--- config.mk ---
export PLATFORM = sky130hd
export DESIGN_NAME = setc_core
export DESIGN_NICKNAME = d
export VERILOG_FILES = /design/src/rtl/setc_pkg.sv /design/src/rtl/setc_core.sv
export SDC_FILE = /design/constraint.sdc
export NUM_CORES = 1
export LEC_CHECK = 0
export BUFFER_PORTS_ARGS = -buffer_cell sky130_fd_sc_hd__buf_2
export CAP_MARGIN = 15
export CELL_PAD_IN_SITES_DETAIL_PLACEMENT = 1
export CELL_PAD_IN_SITES_GLOBAL_PLACEMENT = 1
export CORE_UTILIZATION = 39
export CTS_CLUSTER_SIZE = 30
export DETAILED_ROUTE_END_ITERATION = 7
export HOLD_SLACK_MARGIN = 0.1
export PLACE_DENSITY_LB_ADDON = 0.2
export SYNTH_ARGS = -nofsm -noshare
export SYNTH_HDL_FRONTEND = slang
export SYNTH_SLANG_ARGS = --single-unit
export TNS_END_PERCENT = 10
--- constraint.sdc ---
create_clock -name clock -period 10.5 [get_ports clock]
set_clock_uncertainty 0.2 [all_clocks]
set_input_delay 2.1 -clock clock [delete_from_list [all_inputs] [get_ports clock]]
set_output_delay 2.1 -clock clock [all_outputs]
set_load 0.02 [all_outputs]
--- src/rtl/setc_pkg.sv ---
// ----------------------------------------------------------------------------
// Scope edge trigger capture package
// Shared constants, codes and types for the capture block.
// ----------------------------------------------------------------------------
`default_nettype none

package setc_pkg;

   localparam int BUFFER_DEPTH_DEF = 2048;
   localparam int WINDOW_DEF       = 256;
   localparam int FRAME_MARGIN     = 10;

   localparam logic [10:0] PRETRIG_RESET = 11'd256;

   localparam logic [1:0] REQ_SAMPLE = 2'd0;
   localparam logic [1:0] REQ_FRAME  = 2'd1;
   localparam logic [1:0] REQ_CLEAR  = 2'd2;
   localparam logic [1:0] REQ_READ   = 2'd3;

   localparam logic [1:0] MODE_AUTO   = 2'd0;
   localparam logic [1:0] MODE_NORMAL = 2'd1;
   localparam logic [1:0] MODE_SINGLE = 2'd2;

   localparam logic EDGE_RISING = 1'b0;

   localparam logic [1:0] CSR_TRIG_MODE  = 2'd0;
   localparam logic [1:0] CSR_TRIG_EDGE  = 2'd1;
   localparam logic [1:0] CSR_TRIG_LEVEL = 2'd2;
   localparam logic [1:0] CSR_PRETRIG    = 2'd3;

   typedef enum logic {
      ST_IDLE,
      ST_READ
   } setc_state_type;

   typedef struct packed {
      logic        window_valid;
      logic        triggered;
      logic [10:0] window_start;
      logic [10:0] trigger_index;
   } setc_status_type;

endpackage

`default_nettype wire

--- src/rtl/setc_core.sv ---
// ----------------------------------------------------------------------------
// Capture core
// Holds pointers, trigger state and settings, and drives the sample memory.
// ----------------------------------------------------------------------------
`default_nettype none

module setc_core #(
   parameter int BUFFER_DEPTH = setc_pkg::BUFFER_DEPTH_DEF,
   parameter int WINDOW       = setc_pkg::WINDOW_DEF
) (
   input  wire logic                            clock,
   input  wire logic                            reset,
   input  wire logic                            csr_wr_en,
   input  wire logic [1:0]                      csr_index,
   input  wire logic [15:0]                     csr_wr_data,
   input  wire logic                            item_go,
   input  wire logic [1:0]                      req_type,
   input  wire logic signed [15:0]              req_ch1_sample,
   input  wire logic signed [15:0]              req_ch2_sample,
   input  wire logic [7:0]                      req_read_offset,
   output logic                                 ram_wr_en,
   output logic [$clog2(BUFFER_DEPTH)-1:0]      ram_wr_addr,
   output logic [31:0]                          ram_wr_data,
   output logic                                 ram_rd_en,
   output logic [$clog2(BUFFER_DEPTH)-1:0]      ram_rd_addr,
   output logic                                 rd_hit,
   output setc_pkg::setc_status_type            status
);

   import setc_pkg::*;

   localparam int AW   = $clog2(BUFFER_DEPTH);
   localparam int AW1  = AW + 1;
   localparam int FW   = $clog2(BUFFER_DEPTH + 1);
   localparam int CW   = (AW > 11) ? AW : 11;
   localparam int WMOD = WINDOW % BUFFER_DEPTH;

   localparam logic [AW-1:0]  WP_LAST   = AW'(BUFFER_DEPTH - 1);
   localparam logic [AW1-1:0] DEPTH_X   = AW1'(BUFFER_DEPTH);
   localparam logic [AW1-1:0] AUTO_ADD  = AW1'(BUFFER_DEPTH - WMOD);
   localparam logic [FW-1:0]  FILL_MAX  = FW'(BUFFER_DEPTH);
   localparam logic [31:0]    FRAME_MIN = 32'(WINDOW + FRAME_MARGIN);

   logic [1:0]         mode_ff, mode_in;
   logic               trig_edge_ff, trig_edge_in;
   logic signed [15:0] level_ff, level_in;
   logic [10:0]        pre_ff, pre_in;

   logic [AW-1:0]      wp_ff, wp_in;
   logic [FW-1:0]      fill_ff, fill_in;
   logic signed [15:0] prev_ff, prev_in;
   logic               trig_ff, trig_in;
   logic [AW-1:0]      trig_pos_ff, trig_pos_in;
   logic [AW-1:0]      win_ff, win_in;
   logic               ready_ff, ready_in;

   logic signed [15:0] prev_eff;
   logic               hit;
   logic               forced;
   logic [FW-1:0]      fill_inc;
   logic [CW-1:0]      tp_ext;
   logic [CW-1:0]      pre_ext;
   logic [AW1-1:0]     auto_sum;
   logic [AW-1:0]      auto_win;
   logic [AW1-1:0]     rd_sum;
   logic [AW-1:0]      rd_pos;
   logic [CW-1:0]      win_out;
   logic [CW-1:0]      tp_out;

   always_ff @(posedge clock) begin
      if (reset) begin
         mode_ff      <= MODE_AUTO;
         trig_edge_ff <= EDGE_RISING;
         level_ff     <= '0;
         pre_ff       <= PRETRIG_RESET;
         wp_ff        <= '0;
         fill_ff      <= '0;
         prev_ff      <= '0;
         trig_ff      <= 1'b0;
         trig_pos_ff  <= '0;
         win_ff       <= '0;
         ready_ff     <= 1'b0;
      end else begin
         mode_ff      <= mode_in;
         trig_edge_ff <= trig_edge_in;
         level_ff     <= level_in;
         pre_ff       <= pre_in;
         wp_ff        <= wp_in;
         fill_ff      <= fill_in;
         prev_ff      <= prev_in;
         trig_ff      <= trig_in;
         trig_pos_ff  <= trig_pos_in;
         win_ff       <= win_in;
         ready_ff     <= ready_in;
      end
   end

   always_comb begin
      prev_eff = (fill_ff != '0) ? prev_ff : req_ch1_sample;
      if (trig_edge_ff == EDGE_RISING) begin
         hit = (prev_eff < level_ff) && (req_ch1_sample >= level_ff);
      end else begin
         hit = (prev_eff > level_ff) && (req_ch1_sample <= level_ff);
      end
      fill_inc = (fill_ff < FILL_MAX) ? fill_ff + 1'b1 : fill_ff;
      forced   = (mode_ff == MODE_AUTO) && (fill_inc == FILL_MAX);

      tp_ext  = CW'(trig_pos_ff);
      pre_ext = CW'(pre_ff);

      auto_sum = AW1'(wp_ff) + AUTO_ADD;
      auto_win = (auto_sum >= DEPTH_X) ? AW'(auto_sum - DEPTH_X) : AW'(auto_sum);

      rd_sum = AW1'(win_ff) + AW1'(req_read_offset);
      rd_pos = (rd_sum >= DEPTH_X) ? AW'(rd_sum - DEPTH_X) : AW'(rd_sum);
   end

   always_comb begin
      mode_in      = mode_ff;
      trig_edge_in = trig_edge_ff;
      level_in     = level_ff;
      pre_in       = pre_ff;
      wp_in        = wp_ff;
      fill_in      = fill_ff;
      prev_in      = prev_ff;
      trig_in      = trig_ff;
      trig_pos_in  = trig_pos_ff;
      win_in       = win_ff;
      ready_in     = ready_ff;
      ram_wr_en    = 1'b0;
      ram_rd_en    = 1'b0;

      if (csr_wr_en) begin
         unique case (csr_index)
            CSR_TRIG_MODE: begin
               mode_in = csr_wr_data[1:0];
               trig_in = 1'b0;
            end
            CSR_TRIG_EDGE:  trig_edge_in = csr_wr_data[0];
            CSR_TRIG_LEVEL: level_in     = csr_wr_data;
            CSR_PRETRIG:    pre_in       = csr_wr_data[10:0];
            default:        mode_in      = mode_ff;
         endcase
      end else if (item_go) begin
         unique case (req_type)
            REQ_SAMPLE: begin
               ram_wr_en = 1'b1;
               wp_in     = (wp_ff == WP_LAST) ? '0 : wp_ff + 1'b1;
               fill_in   = fill_inc;
               prev_in   = req_ch1_sample;
               ready_in  = 1'b0;
               if (!trig_ff && (hit || forced)) begin
                  trig_in     = 1'b1;
                  trig_pos_in = wp_ff;
               end
            end
            REQ_FRAME: begin
               priority if (32'(fill_ff) < FRAME_MIN) begin
                  ready_in = 1'b0;
               end else if (trig_ff) begin
                  win_in   = (tp_ext >= pre_ext) ? AW'(tp_ext - pre_ext) : '0;
                  ready_in = 1'b1;
                  if (mode_ff != MODE_SINGLE) begin
                     trig_in = 1'b0;
                  end
               end else if (mode_ff == MODE_AUTO) begin
                  win_in   = auto_win;
                  ready_in = 1'b1;
               end else begin
                  ready_in = ready_ff;
               end
            end
            REQ_CLEAR: begin
               wp_in    = '0;
               fill_in  = '0;
               win_in   = '0;
               ready_in = 1'b0;
               trig_in  = 1'b0;
               prev_in  = '0;
            end
            REQ_READ: begin
               ram_rd_en = 1'b1;
            end
            default: begin
               ram_rd_en = 1'b0;
            end
         endcase
      end
   end

   assign ram_wr_addr = wp_ff;
   assign ram_wr_data = {req_ch2_sample, req_ch1_sample};
   assign ram_rd_addr = rd_pos;

   // Entries at or beyond the fill count have not been written since the
   // last clear and read as zero.
   assign rd_hit = FW'(rd_pos) < fill_ff;

   assign win_out = CW'(win_in);
   assign tp_out  = CW'(trig_pos_in);

   always_comb begin
      status.window_valid  = ready_in;
      status.triggered     = trig_in;
      status.window_start  = win_out[10:0];
      status.trigger_index = tp_out[10:0];
   end

endmodule

`default_nettype wire

==> metrics.txt, run 1 <==
count of different cell masters after synthesis between 50 and 60; mapped cell area between 6000 and 7000 um^2; die area between 15000 and 20000 um^2; cts repair resizes 0; Mapped Cells 885; register bit total from synthesis 93; final hold viol count 0; via count approximately 6200; fin cells around 1200; Largest stage delay, worst path between 0.8 and 0.9 ns; crit path DAT ~5.7 ns; clock sink count 93; worst path buffer plus inverter count 1; fin crit share 0.7635; CTS Buf Count 9; GR Overflow Total 0; VDD IR max between 0.07 and 0.08 mV; largest net degree at the start of global routing just under 100; Synth area leaders dfxtp_1 (27%), ha_1 (13%), a21oi_1 (7.1%); Routed Antenna Nets 0; top cell type's share of synthesized area 0.2684; Critical-path top delay cell nand3_1; RSZ-0062 raised after global routing no; Iteration-0 DRC Markers between 200 and 300; LEAKAGE approximately 3.1 nW; vias in the first global route a little over 6000; Critical Path Source Type flip-flop; cts hold-fix bufs 0; Post-synth EDFFs 0; WL/cell 17.57 um; Tmin final roughly 8 ns; H-tree depth 3; Net Count, Synth approximately 1000; Bufs on Longest Clock Path 2; initial antenna violation count 1; clk root buf clkbuf_16; Setup violations, final 0; core area approximately 17000 um^2; Avg Inst Size Synth 7.837 um^2; TritonCTS clock tree yes; Cell Chain, Critical Path nor4_1 > nand3_1 > mux2_2 > ha_1 > nand4_1 > or4_1 > a21oi_1 > nor3_1 > xor2_1 > o2111ai_1 > a31oi_4 > mux2_1 > buf_2; synth cell count leaders nand2_1 (101), a21oi_1 (98), dfxtp_1 (93); later-pin clock latency in the skew report 0.35 ns; IO Count 145; status completed; layout cells sized above 1 0.1638; Async SR Flop Fraction 0; Slew headroom 0.3068; gr usage total 0.2264; DP HPWL 15.48 mm; CP top delay family simple AND/OR/NAND/NOR gates; PD cells 106.6 nW/um^2; first-pass GRT wire length around 32 mm; Die Ht 135.4 um; Placed Area around 7400 um^2; most frequent cell after synthesis nand2_1; Critical Path End Type output pin; WL final roughly 20 mm; placed insts roughly 1200; DRC errors left 0; Starting Density 0.3996; CTS clock-pin slew for the worst setup and hold paths 0.07 ns; diode count 0; drt via density 5.364; Die Width around 140 um; highest clock rate 124.7 MHz; Pins Over Slew Limit 0; Critical Path RT 8.20 ns; Power, Total 0.8146 mW; I/O Buffers 112; largest area contributor in the synthesized netlist dfxtp_1; Rows 48; warnings from Yosys 0; setup_tns 0 ns; Max-Cap Viols 0; Area growth syn-to-layout 10.21%; Nets 1073; Critical Path Fanout Max 22; sequential area share after synthesis 0.2684; top_reg_cell synth dfxtp_1; Setup Fix Bufs, Post-CTS 0; slew of the pin with the lowest slew margin 1.040 ns; post-route cell area approximately 7600 um^2; HP Class reg -> reg; Setup CP Type reg -> out; router iterations before antenna repair 4; final core occ 0.4404; Placer Congestion 0.8221
-- kinds of logic after synthesis --
logic type / Yosys count / synth area share
and+or+nand+nor: 310 / 0.2215
AOI/OAI and AO/OA: 199 / 0.1730
buffers and inverters: 134 / 0.09417
DFF: 93 / 0.2684
adders and majority gates: 73 / 0.1339
muxes: 46 / 0.07108
xor gates and xnor gates: 30 / 0.03789
-- metrics by stage --
step,setup slack [ns],hold WS (ns)
detailed placement,2.592,0.2458
global route,2.013,0.2687
floorplan,3.081,0.2284
finish,2.484,0.2554
global placement,2.665,0.2408
CTS,2.466,0.2552
-- where the power goes --
| group | total (mW) | switching (mW) | leakage [nW] | internal [mW] |
|---|---|---|---|---|
| registers | 0.364 | 0.00517 | 0.752 | 0.359 |
| clock network | 0.315 | 0.149 | 0.121 | 0.166 |
| logic | 0.135 | 0.0823 | 2.25 | 0.0528 |
-- registers in the layout, summed over array words and instances (netlist names), 2 cells and up --
| register | count |
|---|---|
| mode_ff | 2 |
| prev_ff | 16 |
| win_ff | 11 |
| tp_ext | 11 |
| ram_wr_addr | 11 |
| level_ff | 16 |
| fill_ff | 12 |
| pre_ext | 11 |
-- cell type report --
class / count / area [um^2]
clock buffer: 12 / 246.5
clock inverter: 3 / 22.52
fill: 2206 / 9713
inverter: 58 / 217.7
multi-input combinational: 658 / 4423
sequential: 93 / 1862
tap: 225 / 281.5
timing repair buffer: 116 / 590.6
-- cells in the final DEF (no fill, tap or decap), drive strengths merged, types with 5 or more instances in the layout --
cell type,Yosys,layout
nand2,101,101
nor4,7,7
mux2,26,26
xor2,12,12
nand3,16,16
nand3b,17,17
nor3,21,21
o21bai,5,5
nor2b,18,18
inv,58,58
o22ai,5,5
mux2i,20,20
a31oi,5,5
xnor2,18,18
ha,71,71
a22oi,8,8
buf,42,116
clkbuf,34,12
nand2b,33,33
a21oi,98,98
a21o,11,11
dfxtp,93,93
nor2,60,60
o21ai,35,35
nand4,13,13
-- routing by layer --
layer / wire (um) / part of all wire / vias up / track usage
met5: 0 / 0 / - / 0
met4: 213 / 0.010 / 0 / 0.05243
met3: 659 / 0.032 / 16 / 0.03666
met2: 9295 / 0.45 / 106 / 0.3692
met1: 10300 / 0.50 / 2987 / 0.3107
li1: - / - / 3140 / -
-- worst reg2reg max path: cells and delay by family, from the launching register on --
family                   cells  cell delay (ns)
AND/OR/NAND/NOR              5             2.11
AO/OA/AOI/OAI                3             1.16
multiplexers                 2             0.87
flip-flops                   1             0.39
adder cells (fa/ha/maj)      1             0.34
XOR/XNOR                     1             0.20
-- path summary, 6_finish.rpt --
check,to,slack (ns),depth (start not counted),from
worst min-delay path,level_ff[13]$_SDFFE_PP0P_,0.26,2,level_ff[13]$_SDFFE_PP0P_
worst min register to register,level_ff[13]$_SDFFE_PP0P_,0.26,2,level_ff[13]$_SDFFE_PP0P_
worst max-delay path,status[1],2.48,13,fill_ff[4]$_SDFFE_PP0P_
worst max register to register,tp_ext[8]$_SDFF_PP0_,5.16,12,fill_ff[4]$_SDFFE_PP0P_
Note: power is estimated with default switching activity, not from simulation.
==> run 2: changes to the inputs <==
==> constraint.sdc (replaced) <==
create_clock -name clock -period 7.8 [get_ports clock]
set_clock_uncertainty 0.2 [all_clocks]
set_input_delay 1.56 -clock clock [delete_from_list [all_inputs] [get_ports clock]]
set_output_delay 1.56 -clock clock [all_outputs]
set_load 0.02 [all_outputs]
==> run 2 against run 1 <==
Effect of this change: total power increased by 46%; register-to-register slack worse by 2.6 ns; worst hold slack got worse by 0.0020 ns; utilization rose by 0.48 points; critical endpoint unchanged.
==> metrics.txt, run 2 (synthesis gave the netlist of run 1 again) <==
status completed; worst setup path startpoint fill_ff[0]$_SDFFE_PP0P_; die area 18320 um^2; PD cells 153.8 nW/um^2; WL/cell between 15 and 20 um; DP HPWL 15.64 mm; Placer Congestion approximately 0.84; DRC errors left 0; Routed Antenna Nets 0; clock sink count 93; later-pin clock latency in the skew report 0.35 ns; commonest non-fill, non-tap cell in the layout buf_2; Critical Path Fanout Max 17; Setup violations, final 0; worst r2r src fill_ff[0]$_SDFFE_PP0P_; setup_tns 0 ns; fin crit share 0.9043; Critical Path End Type output pin; slew of the pin with the lowest slew margin between 1 and 1.5 ns; Largest regs level_ff x16, prev_ff x16, fill_ff x12; RSZ-0062 raised after global routing no; CTS Buf Count 9; Critical Path Source Type flip-flop; IO Count roughly 150; Power, Total ~1.2 mW; core area 17360 um^2; Critical Path RT around 6.0 ns; Die Width 135.4 um; clk root buf clkbuf_16; fin worst setup slack around 0.75 ns; Area growth syn-to-layout 11.42%; cts repair resizes 0; Setup Fix Bufs, Post-CTS 0; Die Ht approximately 140 um; post-route cell area a little under 8000 um^2; router iterations before antenna repair 4; end of the critical path status[1]; Starting Density 0.3996; Tmin final about 7 ns; Fin Hold WS approximately 0.25 ns; layout cells sized above 1 0.1656; I/O Buffers 112; Bufs on Longest Clock Path 2; final hold viol count 0; diode count 0; cts hold-fix bufs 0; Setup Slack @ Placement 1.104 ns; Max-Cap Viols 0; Placed Area 7375 um^2; most frequent cells in the layout buf_2 (112), nand2_1 (101), a21oi_1 (98), dfxtp_1 (93), ha_1 (71); Slew headroom 0.3090; crit path DAT ~5.3 ns; worst reg-to-reg setup slack 2.54 ns; drt via density about 5.4; LEAKAGE about 3.2 nW; VDD IR max about 0.11 mV; first-pass GRT wire length 32.69 mm; HP Class reg -> reg; Rows 48; GR Overflow Total 0; gr usage total 0.2285; Nets approximately 1100; highest clock rate 141.8 MHz; R2R Path End tp_ext[7]$_SDFF_PP0_; Pins Over Slew Limit 0; vias in the first global route between 6000 and 7000; WL final 20.40 mm; R2R depth 15; CTS clock-pin slew for the worst setup and hold paths ~0.070 ns; initial antenna violation count 0; via count 6293; Iteration-0 DRC Markers 267; largest net degree at the start of global routing 54; Setup CP Type reg -> out; TritonCTS clock tree yes; H-tree depth 3
## run 2: cell count changes in the layout (fill, tap and decap cells not counted), sizes merged
cell,change
buf,+1
bufinv,+3
clkinv,+1
clkinvlp,-3
## run 2: how the worst min path moves through the flow
stage / endpoint / slack (ns) / startpoint / cells past startpoint
global placement: pre_ext[4]$_SDFFE_PP0P_ / 0.24 / pre_ext[4]$_SDFFE_PP0P_ / 2
finish: pre_ext[4]$_SDFFE_PP0P_ / 0.25 / pre_ext[4]$_SDFFE_PP0P_ / 2
detailed placement: prev_ff[7]$_SDFFE_PP0P_ / 0.24 / prev_ff[7]$_SDFFE_PP0P_ / 2
CTS: prev_ff[7]$_SDFFE_PP0P_ / 0.25 / prev_ff[7]$_SDFFE_PP0P_ / 2
floorplan: prev_ff[10]$_SDFFE_PP0P_ / 0.23 / prev_ff[10]$_SDFFE_PP0P_ / 2
global route: level_ff[8]$_SDFFE_PP0P_ / 0.28 / level_ff[8]$_SDFFE_PP0P_ / 2
## run 2: power by group
group          internal, mW  switching [mW]  total, mW
sequential            0.483         0.00706      0.490
combinational        0.0711           0.110      0.181
clock                 0.322           0.195      0.517
total                 0.877           0.312       1.19
## run 2: area by class of cell
cell class / instances / area, um^2
Tap cell: 225 / 281.5
Timing Repair Buffer: 117 / 601.8
Multi-Input combinational cell: 658 / 4423
Fill cell: 2170 / 9629
Sequential cell: 93 / 1862
Clock inverter: 4 / 95.09
Inverter: 58 / 217.7
Clock buffer: 12 / 246.5
## run 2: metrics by stage
stage / utilization / cells
6_report: 0.4452 / 1167
5_1_grt: 0.4452 / 1167
4_1_cts: 0.4446 / 1166
3_5_place_dp: 0.4249 / 1150
3_3_place_gp: 0.4249 / 1150
2_1_floorplan: - / 885
## run 2: critical path, cell delays in order, from the launching register on
cell     delay (ns)
dfxtp_1        0.39
inv_1          0.11
ha_1           0.15
nor4b_1        0.22
nand3_1        0.70
mux2_2         0.55
ha_1           0.33
nand4_1        0.15
or4_1          0.60
a21oi_1        0.18
nor3_1         0.08
xor2_1         0.15
a211o_1        0.29
a31oi_4        0.47
mux2_1         0.39
buf_2          0.17
## run 2: layer usage
layer,GRT usage,part of all wire
met3,0.03517,0.033
met5,0,0
met4,0.05056,0.011
met1,0.3110,0.50
met2,0.3781,0.46
==> run 3: changes to the inputs <==
--- a/config.mk
+++ b/config.mk
@@ -9,10 +9,11 @@
 export CAP_MARGIN = 15
 export CELL_PAD_IN_SITES_DETAIL_PLACEMENT = 1
 export CELL_PAD_IN_SITES_GLOBAL_PLACEMENT = 1
-export CORE_UTILIZATION = 39
+export CORE_UTILIZATION = 30
 export CTS_CLUSTER_SIZE = 30
 export DETAILED_ROUTE_END_ITERATION = 7
 export HOLD_SLACK_MARGIN = 0.1
+export MAX_ROUTING_LAYER = met4
 export PLACE_DENSITY_LB_ADDON = 0.2
 export SYNTH_ARGS = -nofsm -noshare
 export SYNTH_HDL_FRONTEND = slang
==> run 3 against run 2 <==
Effect of this change: setup slack improved by 0.29 ns; global-route usage decreased by 3.8 points; register-to-register slack better by 0.42 ns; sequential share of layout area down 0.23 points; via count decreased by 0.24%; maximum frequency up 4.3%; combinational power hardly changed; final cell count up 5.3%; worst hold slack worse by 0.00087 ns; sequential power hardly changed; largest power group unchanged; highest routed layer unchanged.
==> metrics.txt, run 3 (synthesis gave the netlist of run 1 again) <==
status completed; fin crit share 0.8674; Power, Total about 1.2 mW; Setup Fix Bufs, Post-CTS 0; VDD IR max roughly 0.10 mV; slew of the pin with the lowest slew margin ~1.1 ns; Die Ht about 150 um; setup_tns 0 ns; RSZ-0062 raised after global routing no; router iterations before antenna repair 4; LEAKAGE 3.184 nW; Placed Area around 7500 um^2; via count 6278; met2 GRT Util 0.2909; met1 global-route usage 0.2635; Critical Path RT a little over 6 ns; later-pin clock latency in the skew report ~0.36 ns; Hold Path Stages 2; Routed Antenna Nets 0; cts repair resizes 0; post-route cell area 7801 um^2; gr usage total 0.1907; H-tree depth 3; Placer Congestion about 0.83; die area 23730 um^2; clk root buf clkbuf_16; Starting Density 0.3063; core area around 23000 um^2; Hold Path Origin prev_ff[15]$_SDFFE_PP0P_; Setup violations, final 0; Critical Path Fanout Max 17; highest clock rate roughly 150 MHz; layer with the highest usage met2; WL/cell about 17 um; Rows 55; vias in the first global route 6253; IO Count around 150; CTS Buf Count 9; cts hold-fix bufs 0; Max-Cap Viols 0; Die Width about 150 um; Setup CP Type reg -> out; GR Util met3 0.02480; Critical Path Source Type flip-flop; WL final ~22 mm; most frequent cells in the layout buf_2 (112), nand2_1 (101), a21oi_1 (98), dfxtp_1 (93), ha_1 (71); Slew headroom 0.2663; DRC errors left 0; Tmin final ~6.8 ns; layout cells sized above 1 0.1684; DP HPWL between 15 and 20 mm; clock sink count 93; first-pass GRT wire length between 30 and 40 mm; Pins Over Slew Limit 0; I/O Buffers between 100 and 150; Area growth syn-to-layout 12.48%; Nets 1076; worst setup path startpoint fill_ff[0]$_SDFFE_PP0P_; R2R depth 16; initial antenna violation count 0; PD cells 150.0 nW/um^2; CTS clock-pin slew for the worst setup and hold paths roughly 0.070 ns; TritonCTS clock tree yes; drt via density approximately 5.1; crit path DAT approximately 5 ns; GR Overflow Total 0; commonest non-fill, non-tap cell in the layout buf_2; final hold viol count 0; Bufs on Longest Clock Path 2; fill cell count 2758; Critical Path End Type output pin; largest net degree at the start of global routing between 60 and 70; worst r2r src fill_ff[0]$_SDFFE_PP0P_; diode count 0; Iteration-0 DRC Markers 253; HP Class reg -> reg; Largest regs level_ff x16, prev_ff x16, fill_ff x12
run 3: cell count changes in the layout (fill, tap and decap cells not counted):
cell / before / now
bufinv_16: 3 / 2
clkbuf_1: 2 / 1
buf_4: 4 / 6
clkinv_4: 0 / 1
inv_6: 0 / 1
run 3: per-layer routing:
metal	vias to the layer above	share of wire	wire, um
met3	19	0.028	592
met4	0	0.011	238
met5	-	0	0
met2	103	0.45	9599
li1	3154	-	-
met1	3002	0.51	11070
run 3: cell type report:
class                      instances  area (um^2)  area share
clock inverter                     5        82.58     0.01059
sequential                        93         1862      0.2387
inverter                          58        217.7     0.02791
multi-input combinational        658         4423      0.5670
tap                              285        356.6     0.04571
timing repair buffer             119        616.8     0.07907
clock buffer                      11        242.7     0.03111
run 3: where the power goes:
part,internal [mW],switching (mW)
sequential,0.483,0.00710
combinational,0.0716,0.112
clock,0.292,0.205
total,0.846,0.324
run 3: path summary, 6_finish.rpt:
check / end / slack, ns
worst max-delay path: status[0] / 1.03
worst min-delay path: prev_ff[15]$_SDFFE_PP0P_ / 0.25
worst max register to register: tp_ext[6]$_SDFF_PP0_ / 2.96
worst min register to register: prev_ff[15]$_SDFFE_PP0P_ / 0.25
run 3: worst max-delay path, cell delays in order (launching register included):
cell and delay [ns]:
dfxtp_1 0.47, inv_1 0.10, ha_1 0.21, nor4b_1 0.14, nand3_1 0.09, buf_4 0.27
mux2_2 0.38, ha_1 0.34, nand4_1 0.16, or4_1 0.61, a21oi_1 0.16, nor3_1 0.08
xor2_1 0.16, a211o_1 0.29, a31oi_4 0.61, mux2_2 0.40, buf_2 0.16
run 3: metrics by stage:
step | setup WS (ns) | utilization | instances | hold slack [ns]
after global routing | 0.6963 | 0.3446 | 1229 | 0.2748
final | 1.034 | 0.3446 | 1229 | 0.2525
after detailed placement | 1.050 | 0.3297 | 1212 | 0.2452
after floorplan | 1.461 | - | 885 | 0.2284
after global placement | 1.167 | 0.3297 | 1212 | 0.2420
after CTS | 0.9414 | 0.3441 | 1228 | 0.2549
